**src/rtl/msm_pkg.sv**
```systemverilog
// Package for the motion safety monitor: request and result structs,
// register map, the latched fault mask and the sequencer state type.
// No dependencies.
`default_nettype none

package msm_pkg;

    localparam int DIST_W   = 16;
    localparam int AGE_W    = 32;
    localparam int TICK_W   = 16;
    localparam int SCALE_W  = 16;
    localparam int FAULT_W  = 7;
    localparam int WHEEL_W  = 4;
    localparam int QUO_W    = 15;
    localparam int BIT_W    = $clog2(AGE_W);
    localparam int ADDR_W   = 5;
    localparam int DATA_W   = 32;

    // wheels checked against wheel_ok_mask; only the bits the field carries count
    localparam int NUM_WHEELS = 4;

    localparam logic [SCALE_W-1:0] FULL_SCALE = 16'h8000;
    localparam logic [FAULT_W-1:0] LATCH_BITS = 7'h48;

    // register indexes (byte address = 4 * index)
    localparam logic [2:0] REG_STOP_DIST  = 3'd0;
    localparam logic [2:0] REG_CLEAR_HYST = 3'd1;
    localparam logic [2:0] REG_SLOW_DIST  = 3'd2;
    localparam logic [2:0] REG_MIN_SCALE  = 3'd3;
    localparam logic [2:0] REG_CMD_TMO    = 3'd4;
    localparam logic [2:0] REG_BUS_TMO    = 3'd5;
    localparam logic [2:0] REG_MIN_STOP   = 3'd6;

    localparam logic [DIST_W-1:0]  RST_STOP_DIST  = 16'd300;
    localparam logic [DIST_W-1:0]  RST_CLEAR_HYST = 16'd100;
    localparam logic [DIST_W-1:0]  RST_SLOW_DIST  = 16'd1000;
    localparam logic [SCALE_W-1:0] RST_MIN_SCALE  = 16'd0;
    localparam logic [AGE_W-1:0]   RST_CMD_TMO    = 32'd500000;
    localparam logic [AGE_W-1:0]   RST_BUS_TMO    = 32'd200000;
    localparam logic [AGE_W-1:0]   RST_MIN_STOP   = 32'd1000000;

    typedef enum logic [1:0] {
        S_IDLE,
        S_RUN,
        S_FINAL
    } t_state;

    typedef struct packed {
        logic [TICK_W-1:0]  tick_us;
        logic [DIST_W-1:0]  obstacle_mm;
        logic               bus_good;
        logic               estop_pressed;
        logic [WHEEL_W-1:0] wheel_ok_mask;
        logic               slip_seen;
        logic               pose_lost;
        logic               command_seen;
    } t_in_item;

    typedef struct packed {
        logic [SCALE_W-1:0] speed_scale;
        logic [FAULT_W-1:0] fault_mask;
        logic               stop_needed;
    } t_out_item;

endpackage

`default_nettype wire

```
**src/rtl/motion_safety_monitor.sv**
```systemverilog
// Motion safety monitor top level: bit-serial watchdog timers, obstacle
// threshold logic, serial restoring divider for the speed scale, APB registers.
// Depends on msm_pkg.
//
// Sequencing: an idle state, a 32-bit serial pass over the timers (one bit
// per cycle) and a commit state; the 15-bit quotient is formed inside the
// same pass. A new request is accepted only in the idle state, so the block
// takes no new request before it has committed the last. A result waiting at
// the output does not block the next request, only its commit.
// Reset (i_rst_n low, synchronous): timers, flags and latched faults clear,
// registers return to their defaults, no result is pending.
`default_nettype none

module motion_safety_monitor (
    input  wire                        i_clk,
    input  wire                        i_rst_n,
    input  wire                        i_in_valid,
    output logic                       o_in_ready,
    input  msm_pkg::t_in_item          i_in_data,
    output logic                       o_out_valid,
    input  wire                        i_out_ready,
    output msm_pkg::t_out_item         o_out_data,
    input  wire                        psel,
    input  wire                        penable,
    input  wire                        pwrite,
    input  wire  [msm_pkg::ADDR_W-1:0] paddr,
    input  wire  [msm_pkg::DATA_W-1:0] pwdata,
    output logic [msm_pkg::DATA_W-1:0] prdata,
    output logic                       pready
);
    import msm_pkg::*;

    localparam logic [BIT_W-1:0] LAST_BIT  = BIT_W'(AGE_W - 1);
    localparam logic [BIT_W-1:0] DIV_START = BIT_W'(DIST_W);

    // configuration
    logic [DIST_W-1:0]  r_stop_dist, r_clear_hyst, r_slow_dist;
    logic [SCALE_W-1:0] r_min_scale;
    logic [AGE_W-1:0]   r_cmd_tmo, r_bus_tmo, r_min_stop;

    // sequencer
    t_state           r_state, n_state;
    logic [BIT_W-1:0] r_bit;
    t_in_item         r_in;

    // persistent state
    logic [AGE_W-1:0]   r_cmd_age, r_bus_age, r_dwell;
    logic               r_prot, r_stop;
    logic [FAULT_W-1:0] r_latched;

    // serial pass working set
    logic [AGE_W-1:0]  r_dsum;
    logic              r_cmd_c, r_bus_c, r_dw_c, r_thr_c;
    logic              r_cmd_gt, r_cmd_ones, r_bus_gt, r_bus_ones, r_dw_ge;
    logic              r_le, r_ge_slow, r_nb, r_sb;
    logic [DIST_W-1:0] r_num, r_span, r_rem;
    logic [QUO_W-1:0]  r_quo;

    // result register
    logic      r_out_valid;
    t_out_item r_out;

    // control
    logic accept, run_en, commit;

    // ---------------------------------------------------------------
    // State machine
    // ---------------------------------------------------------------
    always_comb begin
        n_state = r_state;
        unique case (r_state)
            S_IDLE:  if (i_in_valid) n_state = S_RUN;
            S_RUN:   if (r_bit == LAST_BIT) n_state = S_FINAL;
            S_FINAL: if (!r_out_valid || i_out_ready) n_state = S_IDLE;
            default: n_state = S_IDLE;
        endcase
    end

    always_comb begin
        o_in_ready = 1'b0;
        run_en     = 1'b0;
        commit     = 1'b0;
        unique case (r_state)
            S_IDLE:  o_in_ready = 1'b1;
            S_RUN:   run_en     = 1'b1;
            S_FINAL: commit     = !r_out_valid || i_out_ready;
            default: o_in_ready = 1'b0;
        endcase
    end

    assign accept = i_in_valid && o_in_ready;

    // ---------------------------------------------------------------
    // Bit-serial datapath, LSB first
    // ---------------------------------------------------------------
    logic                lo_half;
    logic [3:0]          lo_idx;
    logic                tick_b;
    logic                cmd_a, cmd_s, cmd_co, cmd_l;
    logic                bus_a, bus_b, bus_s, bus_co, bus_l;
    logic                dw_a, dw_s, dw_co, dw_m;
    logic                ob_d, ob_s, ob_h, ob_sl, thr_t, thr_co;
    logic                num_b, num_bo, span_b, span_bo;
    logic                div_act;
    logic [DIST_W-1:0]   rem_cur;
    logic [DIST_W:0]     rem_sh, rem_sub;
    logic                rem_ge;

    always_comb begin
        lo_half = ~r_bit[BIT_W-1];
        lo_idx  = r_bit[3:0];
        tick_b  = lo_half & r_in.tick_us[lo_idx];

        // command age: cleared before the add when a command arrived
        cmd_a  = ~r_in.command_seen & r_cmd_age[0];
        cmd_s  = cmd_a ^ tick_b ^ r_cmd_c;
        cmd_co = (cmd_a & tick_b) | (r_cmd_c & (cmd_a ^ tick_b));
        cmd_l  = r_cmd_tmo[r_bit];

        // bus age: forced to zero on a good tick
        bus_a  = ~r_in.bus_good & r_bus_age[0];
        bus_b  = ~r_in.bus_good & tick_b;
        bus_s  = bus_a ^ bus_b ^ r_bus_c;
        bus_co = (bus_a & bus_b) | (r_bus_c & (bus_a ^ bus_b));
        bus_l  = r_bus_tmo[r_bit];

        // dwell candidate
        dw_a  = r_dwell[r_bit];
        dw_s  = dw_a ^ tick_b ^ r_dw_c;
        dw_co = (dw_a & tick_b) | (r_dw_c & (dw_a ^ tick_b));
        dw_m  = r_min_stop[r_bit];

        // obstacle threshold, num and span over the low half
        ob_d   = r_in.obstacle_mm[lo_idx];
        ob_s   = r_stop_dist[lo_idx];
        ob_h   = r_prot & r_clear_hyst[lo_idx];
        ob_sl  = r_slow_dist[lo_idx];
        thr_t  = ob_s ^ ob_h ^ r_thr_c;
        thr_co = (ob_s & ob_h) | (r_thr_c & (ob_s ^ ob_h));
        num_b  = ob_d ^ ob_s ^ r_nb;
        num_bo = (~ob_d & ob_s) | (~(ob_d ^ ob_s) & r_nb);
        span_b = ob_sl ^ ob_s ^ r_sb;
        span_bo = (~ob_sl & ob_s) | (~(ob_sl ^ ob_s) & r_sb);

        // restoring divider step over the high half
        div_act = r_bit[BIT_W-1] && (r_bit != LAST_BIT);
        rem_cur = (r_bit == DIV_START) ? r_num : r_rem;
        rem_sh  = {rem_cur, 1'b0};
        rem_ge  = rem_sh >= {1'b0, r_span};
        rem_sub = rem_sh - {1'b0, r_span};
    end

    // ---------------------------------------------------------------
    // Commit values
    // ---------------------------------------------------------------
    logic               cmd_to, bus_to, obst, wheel_flt, dw_ge;
    logic [WHEEL_W-1:0] need;
    logic [FAULT_W-1:0] faults, lat_nx;
    logic [AGE_W-1:0]   dsum_sat;
    logic [SCALE_W-1:0] min_sat, scale_zone;
    logic               stop_nx;
    logic [AGE_W-1:0]   dwell_nx;

    always_comb begin
        for (int i = 0; i < WHEEL_W; i++) begin
            need[i] = (i < NUM_WHEELS);
        end
        cmd_to    = r_cmd_c ? ~r_cmd_ones : r_cmd_gt;
        bus_to    = r_bus_c ? ~r_bus_ones : r_bus_gt;
        obst      = r_thr_c | r_le;
        wheel_flt = |(~r_in.wheel_ok_mask & need);
        faults    = {r_in.estop_pressed, r_in.pose_lost, r_in.slip_seen,
                     wheel_flt, bus_to, cmd_to, obst};
        lat_nx    = (r_latched & LATCH_BITS) | faults;
        dsum_sat  = r_dw_c ? {AGE_W{1'b1}} : r_dsum;
        dw_ge     = r_dw_c | r_dw_ge;
        min_sat   = (r_min_scale > FULL_SCALE) ? FULL_SCALE : r_min_scale;

        priority if (obst) begin
            scale_zone = min_sat;
        end else if (r_ge_slow) begin
            scale_zone = FULL_SCALE;
        end else begin
            scale_zone = {1'b0, r_quo};
        end

        stop_nx  = r_stop;
        dwell_nx = r_dwell;
        priority if (lat_nx != '0) begin
            stop_nx  = 1'b1;
            dwell_nx = '0;
        end else if (r_stop) begin
            if (dw_ge) begin
                stop_nx  = 1'b0;
                dwell_nx = '0;
            end else begin
                dwell_nx = dsum_sat;
            end
        end else begin
            // no stop and no fault: hold the dwell timer
            dwell_nx = r_dwell;
        end
    end

    // ---------------------------------------------------------------
    // Registers
    // ---------------------------------------------------------------
    always_ff @(posedge i_clk) begin
        if (!i_rst_n) begin
            r_state     <= S_IDLE;
            r_bit       <= '0;
            r_cmd_age   <= '0;
            r_bus_age   <= '0;
            r_dwell     <= '0;
            r_prot      <= 1'b0;
            r_stop      <= 1'b0;
            r_latched   <= '0;
            r_out_valid <= 1'b0;
        end else begin
            r_state <= n_state;
            if (accept) begin
                r_bit <= '0;
            end else if (run_en) begin
                r_bit <= r_bit + 1'b1;
                // rotate the ages in place; the sum enters at the top
                r_cmd_age <= {cmd_s, r_cmd_age[AGE_W-1:1]};
                r_bus_age <= {bus_s, r_bus_age[AGE_W-1:1]};
            end else if (commit) begin
                if (r_cmd_c) r_cmd_age <= '1;
                if (r_bus_c) r_bus_age <= '1;
                r_dwell   <= dwell_nx;
                r_stop    <= stop_nx;
                r_prot    <= obst;
                r_latched <= lat_nx;
            end

            if (commit) begin
                r_out_valid <= 1'b1;
            end else if (i_out_ready) begin
                r_out_valid <= 1'b0;
            end
        end
    end

    // payload and working registers
    always_ff @(posedge i_clk) begin
        if (accept) begin
            r_in       <= i_in_data;
            r_cmd_c    <= 1'b0;
            r_bus_c    <= 1'b0;
            r_dw_c     <= 1'b0;
            r_thr_c    <= 1'b0;
            r_cmd_gt   <= 1'b0;
            r_bus_gt   <= 1'b0;
            r_cmd_ones <= 1'b1;
            r_bus_ones <= 1'b1;
            r_dw_ge    <= 1'b1;
            r_le       <= 1'b1;
            r_ge_slow  <= 1'b1;
            r_nb       <= 1'b0;
            r_sb       <= 1'b0;
        end else if (run_en) begin
            r_cmd_c    <= cmd_co;
            r_bus_c    <= bus_co;
            r_dw_c     <= dw_co;
            if (cmd_s != cmd_l) r_cmd_gt <= cmd_s;
            if (bus_s != bus_l) r_bus_gt <= bus_s;
            if (dw_s != dw_m)   r_dw_ge  <= dw_s;
            r_cmd_ones <= r_cmd_ones & cmd_l;
            r_bus_ones <= r_bus_ones & bus_l;
            r_dsum     <= {dw_s, r_dsum[AGE_W-1:1]};
            if (lo_half) begin
                r_thr_c <= thr_co;
                if (ob_d != thr_t) r_le      <= ~ob_d;
                if (ob_d != ob_sl) r_ge_slow <= ob_d;
                r_nb   <= num_bo;
                r_sb   <= span_bo;
                r_num  <= {num_b, r_num[DIST_W-1:1]};
                r_span <= {span_b, r_span[DIST_W-1:1]};
            end
            if (div_act) begin
                r_rem <= rem_ge ? rem_sub[DIST_W-1:0] : rem_sh[DIST_W-1:0];
                r_quo <= {r_quo[QUO_W-2:0], rem_ge};
            end
        end

        if (commit) begin
            r_out.speed_scale <= stop_nx ? '0 : scale_zone;
            r_out.fault_mask  <= lat_nx;
            r_out.stop_needed <= stop_nx;
        end
    end

    assign o_out_valid = r_out_valid;
    assign o_out_data  = r_out;

    // ---------------------------------------------------------------
    // APB register port
    // ---------------------------------------------------------------
    logic       cfg_we;
    logic [2:0] cfg_idx;

    assign pready  = 1'b1;
    assign cfg_we  = psel && penable && pwrite;
    assign cfg_idx = paddr[ADDR_W-1:2];

    always_ff @(posedge i_clk) begin
        if (!i_rst_n) begin
            r_stop_dist  <= RST_STOP_DIST;
            r_clear_hyst <= RST_CLEAR_HYST;
            r_slow_dist  <= RST_SLOW_DIST;
            r_min_scale  <= RST_MIN_SCALE;
            r_cmd_tmo    <= RST_CMD_TMO;
            r_bus_tmo    <= RST_BUS_TMO;
            r_min_stop   <= RST_MIN_STOP;
        end else if (cfg_we) begin
            unique case (cfg_idx)
                REG_STOP_DIST:  r_stop_dist  <= pwdata[DIST_W-1:0];
                REG_CLEAR_HYST: r_clear_hyst <= pwdata[DIST_W-1:0];
                REG_SLOW_DIST:  r_slow_dist  <= pwdata[DIST_W-1:0];
                REG_MIN_SCALE:  r_min_scale  <= pwdata[SCALE_W-1:0];
                REG_CMD_TMO:    r_cmd_tmo    <= pwdata[AGE_W-1:0];
                REG_BUS_TMO:    r_bus_tmo    <= pwdata[AGE_W-1:0];
                REG_MIN_STOP:   r_min_stop   <= pwdata[AGE_W-1:0];
                default: ;
            endcase
        end
    end

    always_comb begin
        unique case (cfg_idx)
            REG_STOP_DIST:  prdata = DATA_W'(r_stop_dist);
            REG_CLEAR_HYST: prdata = DATA_W'(r_clear_hyst);
            REG_SLOW_DIST:  prdata = DATA_W'(r_slow_dist);
            REG_MIN_SCALE:  prdata = DATA_W'(r_min_scale);
            REG_CMD_TMO:    prdata = r_cmd_tmo;
            REG_BUS_TMO:    prdata = r_bus_tmo;
            REG_MIN_STOP:   prdata = r_min_stop;
            default:        prdata = '0;
        endcase
    end

endmodule

`default_nettype wire
```
**config.mk**
```make
export PLATFORM = sky130hd
export DESIGN_NAME = motion_safety_monitor
export DESIGN_NICKNAME = d
export VERILOG_FILES = /design/src/rtl/msm_pkg.sv /design/src/rtl/motion_safety_monitor.sv
export SDC_FILE = /design/constraint.sdc
export NUM_CORES = 1
export LEC_CHECK = 0
export ABC_AREA = 1
export CORE_MARGIN = 2
export CORE_UTILIZATION = 35
export DETAILED_ROUTE_END_ITERATION = 12
export DONT_BUFFER_PORTS = 1
export GPL_ROUTABILITY_DRIVEN = 0
export PLACE_DENSITY_LB_ADDON = 0.15
export REMOVE_ABC_BUFFERS = 1
export SYNTH_ARGS = -nofsm -noshare
export SYNTH_HDL_FRONTEND = slang
export SYNTH_SLANG_ARGS = --single-unit
```
**constraint.sdc**
```tcl
create_clock -name i_clk -period 3.7 [get_ports i_clk]
set_input_delay 0.925 -clock i_clk [delete_from_list [all_inputs] [get_ports i_clk]]
set_output_delay 0.925 -clock i_clk [all_outputs]
set_load 0.1 [all_outputs]
```
==> results of run 1 <==
[registers in the layout, indices dropped and copies added (netlist names), 24 cells and up]
| name | count |
|---|---|
| r_in | 38 |
| r_dwell | 32 |
| r_bus_tmo | 32 |
| r_cmd_age | 32 |
| r_cmd_tmo | 32 |
| o_out_data | 24 |
| r_dsum | 32 |
| r_bus_age | 32 |
| r_min_stop | 32 |
[layout make-up]
class | instances | share of cell area (%)
Clock buffer | 74 | 6.36
Timing Repair Buffer | 86 | 4.58
Antenna cell | 1 | 0.0109
Tap cell | 756 | 4.14
Multi-Input combinational cell | 1520 | 34.2
Clock inverter | 16 | 0.689
Sequential cell | 441 | 45.6
Inverter | 269 | 4.41
[synth_stat cells (3+ instances only)]
cell type	instances	area, um^2
nand2_1	417	1570
clkbuf_1	113	424
edfxtp_1	160	4800
inv_2	10	37.5
o221ai_1	73	639
ha_1	20	250
a221oi_1	10	87.6
o21ai_1	5	25.0
a21oi_1	192	961
buf_2	28	140
and2_1	3	18.8
mux2_2	15	169
o21a_1	5	37.5
o21ai_0	254	1270
nand3_1	146	731
dfxtp_1	281	5630
fa_1	7	140
inv_1	259	972
buf_1	10	37.5
o211ai_1	17	128
o22ai_1	19	119
a22oi_1	5	37.5
nand4_1	39	244
nor2_1	250	938
nor3_1	7	35.0
xor2_1	8	70.1
[cells by family (layout without fill, tap and decap cells)]
group,Yosys count,count (layout),share of synthesized area [%]
DFF,441,441,52.7
other,1,2,0.0190
xor gates and xnor gates,9,9,0.398
adders and majority gates,27,27,1.97
and+or+nand+nor,877,877,18.5
AOI/OAI and AO/OA,591,591,17.2
buffers and inverters,423,445,8.28
muxes,15,15,0.854
[metrics by stage]
step	power [mW]	util [%]	setup slack [ns]	cell area, um^2	hold slack [ns]
2_1_floorplan	5.97	-	-2.27	19200	0.422
3_3_place_gp	6.27	37.9	0.368	21300	0.430
3_5_place_dp	6.29	37.9	0.362	21300	0.431
4_1_cts	11.2	40.7	0.348	22900	0.363
5_1_grt	11.5	40.7	0.264	22900	0.372
6_report	11.0	40.7	0.303	22900	0.412
[critical path, delay by kind of cell]
family | cells | cell delay, ns
AOI/OAI and AO/OA | 2 | 0.82
buffers and inverters | 3 | 0.61
and+or+nand+nor | 1 | 0.10
[power by group]
group          switching, mW  leakage, nW  total (mW)  internal, mW
Sequential            0.0826         3.77        5.29          5.21
Clock                   2.06        0.796        4.87          2.80
Combinational          0.621         4.75       0.889         0.268
[layer usage]
| layer | global-route usage [%] | vias to the layer above |
|---|---|---|
| met1 | 25.7 | 7533 |
| met2 | 31.2 | 436 |
| met4 | 6.28 | 0 |
| li1 | - | 8044 |
| met5 | 0 | - |
| met3 | 3.92 | 97 |
[how the worst max path moves through the flow]
stage | cells past startpoint | slack, ns | endpoint
finish | 6 | 0.30 | prdata[9]
global route | 16 | 0.26 | r_rem[13]$_DFFE_PP_
CTS | 6 | 0.35 | prdata[9]
detailed placement | 6 | 0.36 | prdata[9]
global placement | 6 | 0.37 | prdata[9]
floorplan | 15 | -2.27 | r_rem[10]$_DFFE_PP_
==> results.yml, run 1 <==
status:
  status: "completed"
cells_and_area:
  multi_input_area_um2: 7820
  nNetsFinal: 2480
  most-common-layout-cells: "nand2_1 (416), dfxtp_1 (279), inv_1 (258)"
  drive_above_1_share_pct: 9.35
  regArea_um2: 10400
  fin_cells: 3163
  syn2layout_area_growth_pct: 15.6
  final_common_cell: "nand2_1"
  fillers: 5706
floorplanning:
  dieHeight_um: 242
  die_w_um: 242
  rows: 87
  dieArea_um2: 58500
  initial_utilization_pct: 35.2
  boundaryPins: 144
  coreArea_um2: 56200
worst_setup_path:
  r2r_start: "r_bit[0]$_SDFFE_PP0P_"
  max_stage_delay_ns: 0.50
  crit_type: "input port to output pin"
  ff2ff_setup_slack_ns: 0.53
  worst_ep_required_time_ns: 2.77
  path_cells: "inv_1 -> nor3_1 -> buf_4 -> a221oi_1 -> o211ai_1 -> buf_16"
  worstPathArrival_ns: 2.47
  ff2ff_path_depth: 16
  worstSetupStartpointType: "input port"
  path_max_fanout: 10
  reg2reg_to: "r_rem[13]$_DFFE_PP_"
  crit_start: "paddr[2]"
  cp_slowest_cell: "a221oi_1"
  cp-end-kind: "output pin"
sta:
  fin_skew_ns: 0.0274
  maxSlewViolCount: 0
  grt_setup_unrepaired: "false"
  tightest_slew_ns: 1.11
  fin_crit_sh_pct: 91.8
  finalHoldViolations: 0
  slew_headroom_pct: 26.1
  finalWorstPathRequiredPeriod_ns: 3.40
  setup_viol: 0
  tns_ns: 0
  fmax_ghz: 0.294
yosys:
  syn_area_per_cell_um2: 8.30
  synth_flop_cell: "dfxtp_1"
  syn_inst: 2384
  netlist_area_um2: 19800
  yosys.cell_types.count: 48
  yosysWarnings: 0
  ys_seq_area_share_pct: 52.7
  synth_edf_count: 160
  synth_seq_cells: 441
  ys_async_sr_fraction_pct: 0
routing:
  wl_per_cell_um: 18.1
  drt-total-wl_mm: 57.2
  vias: 16100
  dr_wl_met2_mm: 26.4
  ant_nets: 0
  drtIter0Drc: 1193
  dr.pass1.iters: 5
  drc: 0
  avgViaCountPerCell: 5.09
  m1WireLength_mm: 25.7
  route.met3.wl_mm: 3.67
  highest_layer: "met4"
clock_network:
  cts_tree: "built"
  cts_max_path_buffers: 3
  cts_made_buffers: 50
  htreeDepth: 2
  hold_buffers: 0
  ctsRootBufferMaster: "clkbuf_16"
  cts_sinks: 441
  clk_pin_slew_ns: 0.06
  post_cts_buffers: 0
  post_cts_resize_count: 0
  clkLatencyLatePin_ns: 0.62
placement:
  placed_cells: 3072
  io_buffers: 0
  post-dp-hpwl_mm: 37.5
grt:
  grtUsageTotal_pct: 19.3
  antenna_found_initial: 2
  gr-total-overflow: 0
  grt_pass1_vias: 15500
  grt_max_degree: 237
  grt_pass1_wl_mm: 89.2
run:
  drv_cap: 0
hold_path:
  hold_path_class: "input port to register"
  min_from: "i_in_data[25]"
  hold_path_depth: 0
  whs_endpoint: "r_in[25]$_DFFE_PP_"
pwr:
  ir_drop_mv: 0.351
  p_per_area_nw_per_um2: 483
  leakagePower_nw: 9.32
No activity file was read; power rests on OpenSTA's default activity.
==> inputs of run 2 (changes only) <==
Clock period 3.7 ns to 3.8 ns, I/O delays scaled along.
==> run 2 against run 1 <==
Global-route usage rose by 0.086 points; die area is the same; register-to-register slack better by 0.09 ns; wire length is 1.4% higher; cell area down 0.55%; worst setup slack worse by 0.062 ns; via count is 1.1% higher; clock skew fell by 0.011 ns; worst hold slack better by 0.034 ns; count of clock-buffer cells in the layout down 7; clock power shrank 7.4%; critical path depth grew 1; largest cell class unchanged; highest routed layer unchanged.
==> results.yml, run 2 (synthesis gave the netlist of run 1 again) <==
cells_and_area:
  stdcell_area_um2: 22700
  multi_input_area_um2: 7820
  fillers: 5712
  regArea_um2: 10400
  drive_above_1_share_pct: 9.08
  fin_cells: 3159
  largest_reg_flops: 38
  top_register: "r_in"
  most-common-layout-cells: "nand2_1 (416), dfxtp_1 (279), inv_1 (258)"
  final_common_cell: "nand2_1"
  nNetsFinal: 2481
  syn2layout_area_growth_pct: 15.0
clock_network:
  clkLatencyLatePin_ns: 0.58
  clk_pin_slew_ns: 0.06
  cts_max_path_buffers: 3
  post_cts_buffers: 0
  ctsRootBufferMaster: "clkbuf_16"
  post_cts_resize_count: 0
  hold_buffers: 0
  cts_sinks: 441
  cts_tree: "built"
  htreeDepth: 2
  cts_made_buffers: 49
pwr:
  power.switching_mw: 2.58
  switching_share_pct: 24.5
  leakagePower_nw: 9.26
  combPwrFrac_pct: 8.3
  p_seq_share_pct: 48.9
  ir_drop_mv: 0.339
  p_int_mw: 7.96
  p_total_mw: 10.5
  p_clk_share_pct: 42.8
  p_per_area_nw_per_um2: 463
grt:
  grt_pass1_vias: 15300
  antenna_found_initial: 1
  grt_pass1_wl_mm: 89.7
  gr-total-overflow: 0
  grtUsageTotal_pct: 19.3
  grt_max_degree: 237
floorplanning:
  rows: 87
  die_w_um: 242
  dieHeight_um: 242
  coreArea_um2: 56200
  dieArea_um2: 58500
  boundaryPins: 144
  initial_utilization_pct: 35.2
worst_setup_path:
  path_max_fanout: 16
  worstSetupStartpointType: "input port"
  ff2ff_path_depth: 13
  worst_ep_required_time_ns: 2.85
  ff2ff_setup_slack_ns: 0.62
  path_cells: "inv_1 -> nor3_1 -> inv_2 -> o22ai_1 -> a21oi_1 -> o211ai_1 -> buf_16"
  r2r_start: "r_bit[0]$_SDFFE_PP0P_"
  crit_type: "input port to output pin"
  worstPathArrival_ns: 2.61
  cp-endpoint: "prdata[6]"
  cp-end-kind: "output pin"
  reg2reg_to: "r_rem[14]$_DFFE_PP_"
  crit_start: "paddr[2]"
  cp_slowest_cell: "inv_2"
  max_stage_delay_ns: 0.35
sta:
  setup_viol: 0
  whs_ns: 0.446
  finalHoldViolations: 0
  fin_crit_sh_pct: 93.7
  tightest_slew_ns: 1.08
  slew_headroom_pct: 27.9
  fmax_ghz: 0.281
  fin_skew_ns: 0.0160
  finalWorstPathRequiredPeriod_ns: 3.56
  worst_slack_ns: 0.241
  grt_setup_unrepaired: "false"
  maxSlewViolCount: 0
placement:
  placed_cell_area_um2: 21300
  post-dp-hpwl_mm: 37.5
  io_buffers: 0
  pre_cts_slack_ns: 0.316
  placed_cells: 3074
run:
  drv_cap: 0
routing:
  drt-total-wl_mm: 58.1
  vias: 16300
  dr.pass1.iters: 5
  wl_per_cell_um: 18.4
  drc: 0
  drtIter0Drc: 1202
  ant_nets: 0
  avgViaCountPerCell: 5.15
status:
  status: "completed"
hold_path:
  hold_path_class: "register to register"
## run 2: final cells by class
| cell class | instances | share of cell area [%] |
|---|---|---|
| Clock inverter | 17 | 0.704 |
| Multi-Input combinational cell | 1520 | 34.4 |
| Sequential cell | 441 | 45.9 |
| Inverter | 269 | 4.44 |
| Antenna cell | 1 | 0.0110 |
| Tap cell | 756 | 4.16 |
| Clock buffer | 67 | 5.82 |
| Timing Repair Buffer | 88 | 4.62 |
## run 2: how the worst min path moves through the flow
stage                              start  slack [ns]  cells past startpoint                   end
floorplan             r_num[1]$_DFFE_PP_        0.42                      0    r_num[0]$_DFFE_PP_
global placement    r_dsum[23]$_DFFE_PP_        0.43                      0  r_dsum[22]$_DFFE_PP_
detailed placement    r_num[7]$_DFFE_PP_        0.43                      0    r_num[6]$_DFFE_PP_
CTS                        i_in_data[17]        0.44                      0    r_in[17]$_DFFE_PP_
global route               i_in_data[17]        0.44                      0    r_in[17]$_DFFE_PP_
finish                r_quo[9]$_DFFE_PP_        0.45                      0   r_quo[10]$_DFFE_PP_
## run 2: critical path: cells and delay by family
kind,cells,cell delay [ns]
buf+inv,3,0.76
compound gates,3,0.77
simple gates,1,0.11
## run 2: through the flow
| stage | utilization [%] | TNS [ns] |
|---|---|---|
| global placement | 37.9 | 0 |
| global route | 40.5 | 0 |
| finish | 40.5 | 0 |
| detailed placement | 37.9 | 0 |
| CTS | 40.5 | 0 |
| floorplan | - | -66.94 |
## run 2: routing by layer
metal | track usage, % | vias up | share of wire [%]
li1 | - | 8039 | -
met1 | 25.7 | 7679 | 44
met2 | 31.2 | 474 | 46
met3 | 4.23 | 89 | 6.9
met4 | 6.48 | 0 | 3.0
met5 | 0 | - | 0
## run 2: power groups by stage
stage	Clock [mW]	Sequential, mW	Combinational [mW]
after detailed placement	0	5.25	0.874
final	4.51	5.15	0.871
after global routing	4.82	5.17	0.960
after floorplan	0	5.24	0.571
after CTS	4.64	5.15	0.877
after global placement	0	5.25	0.861
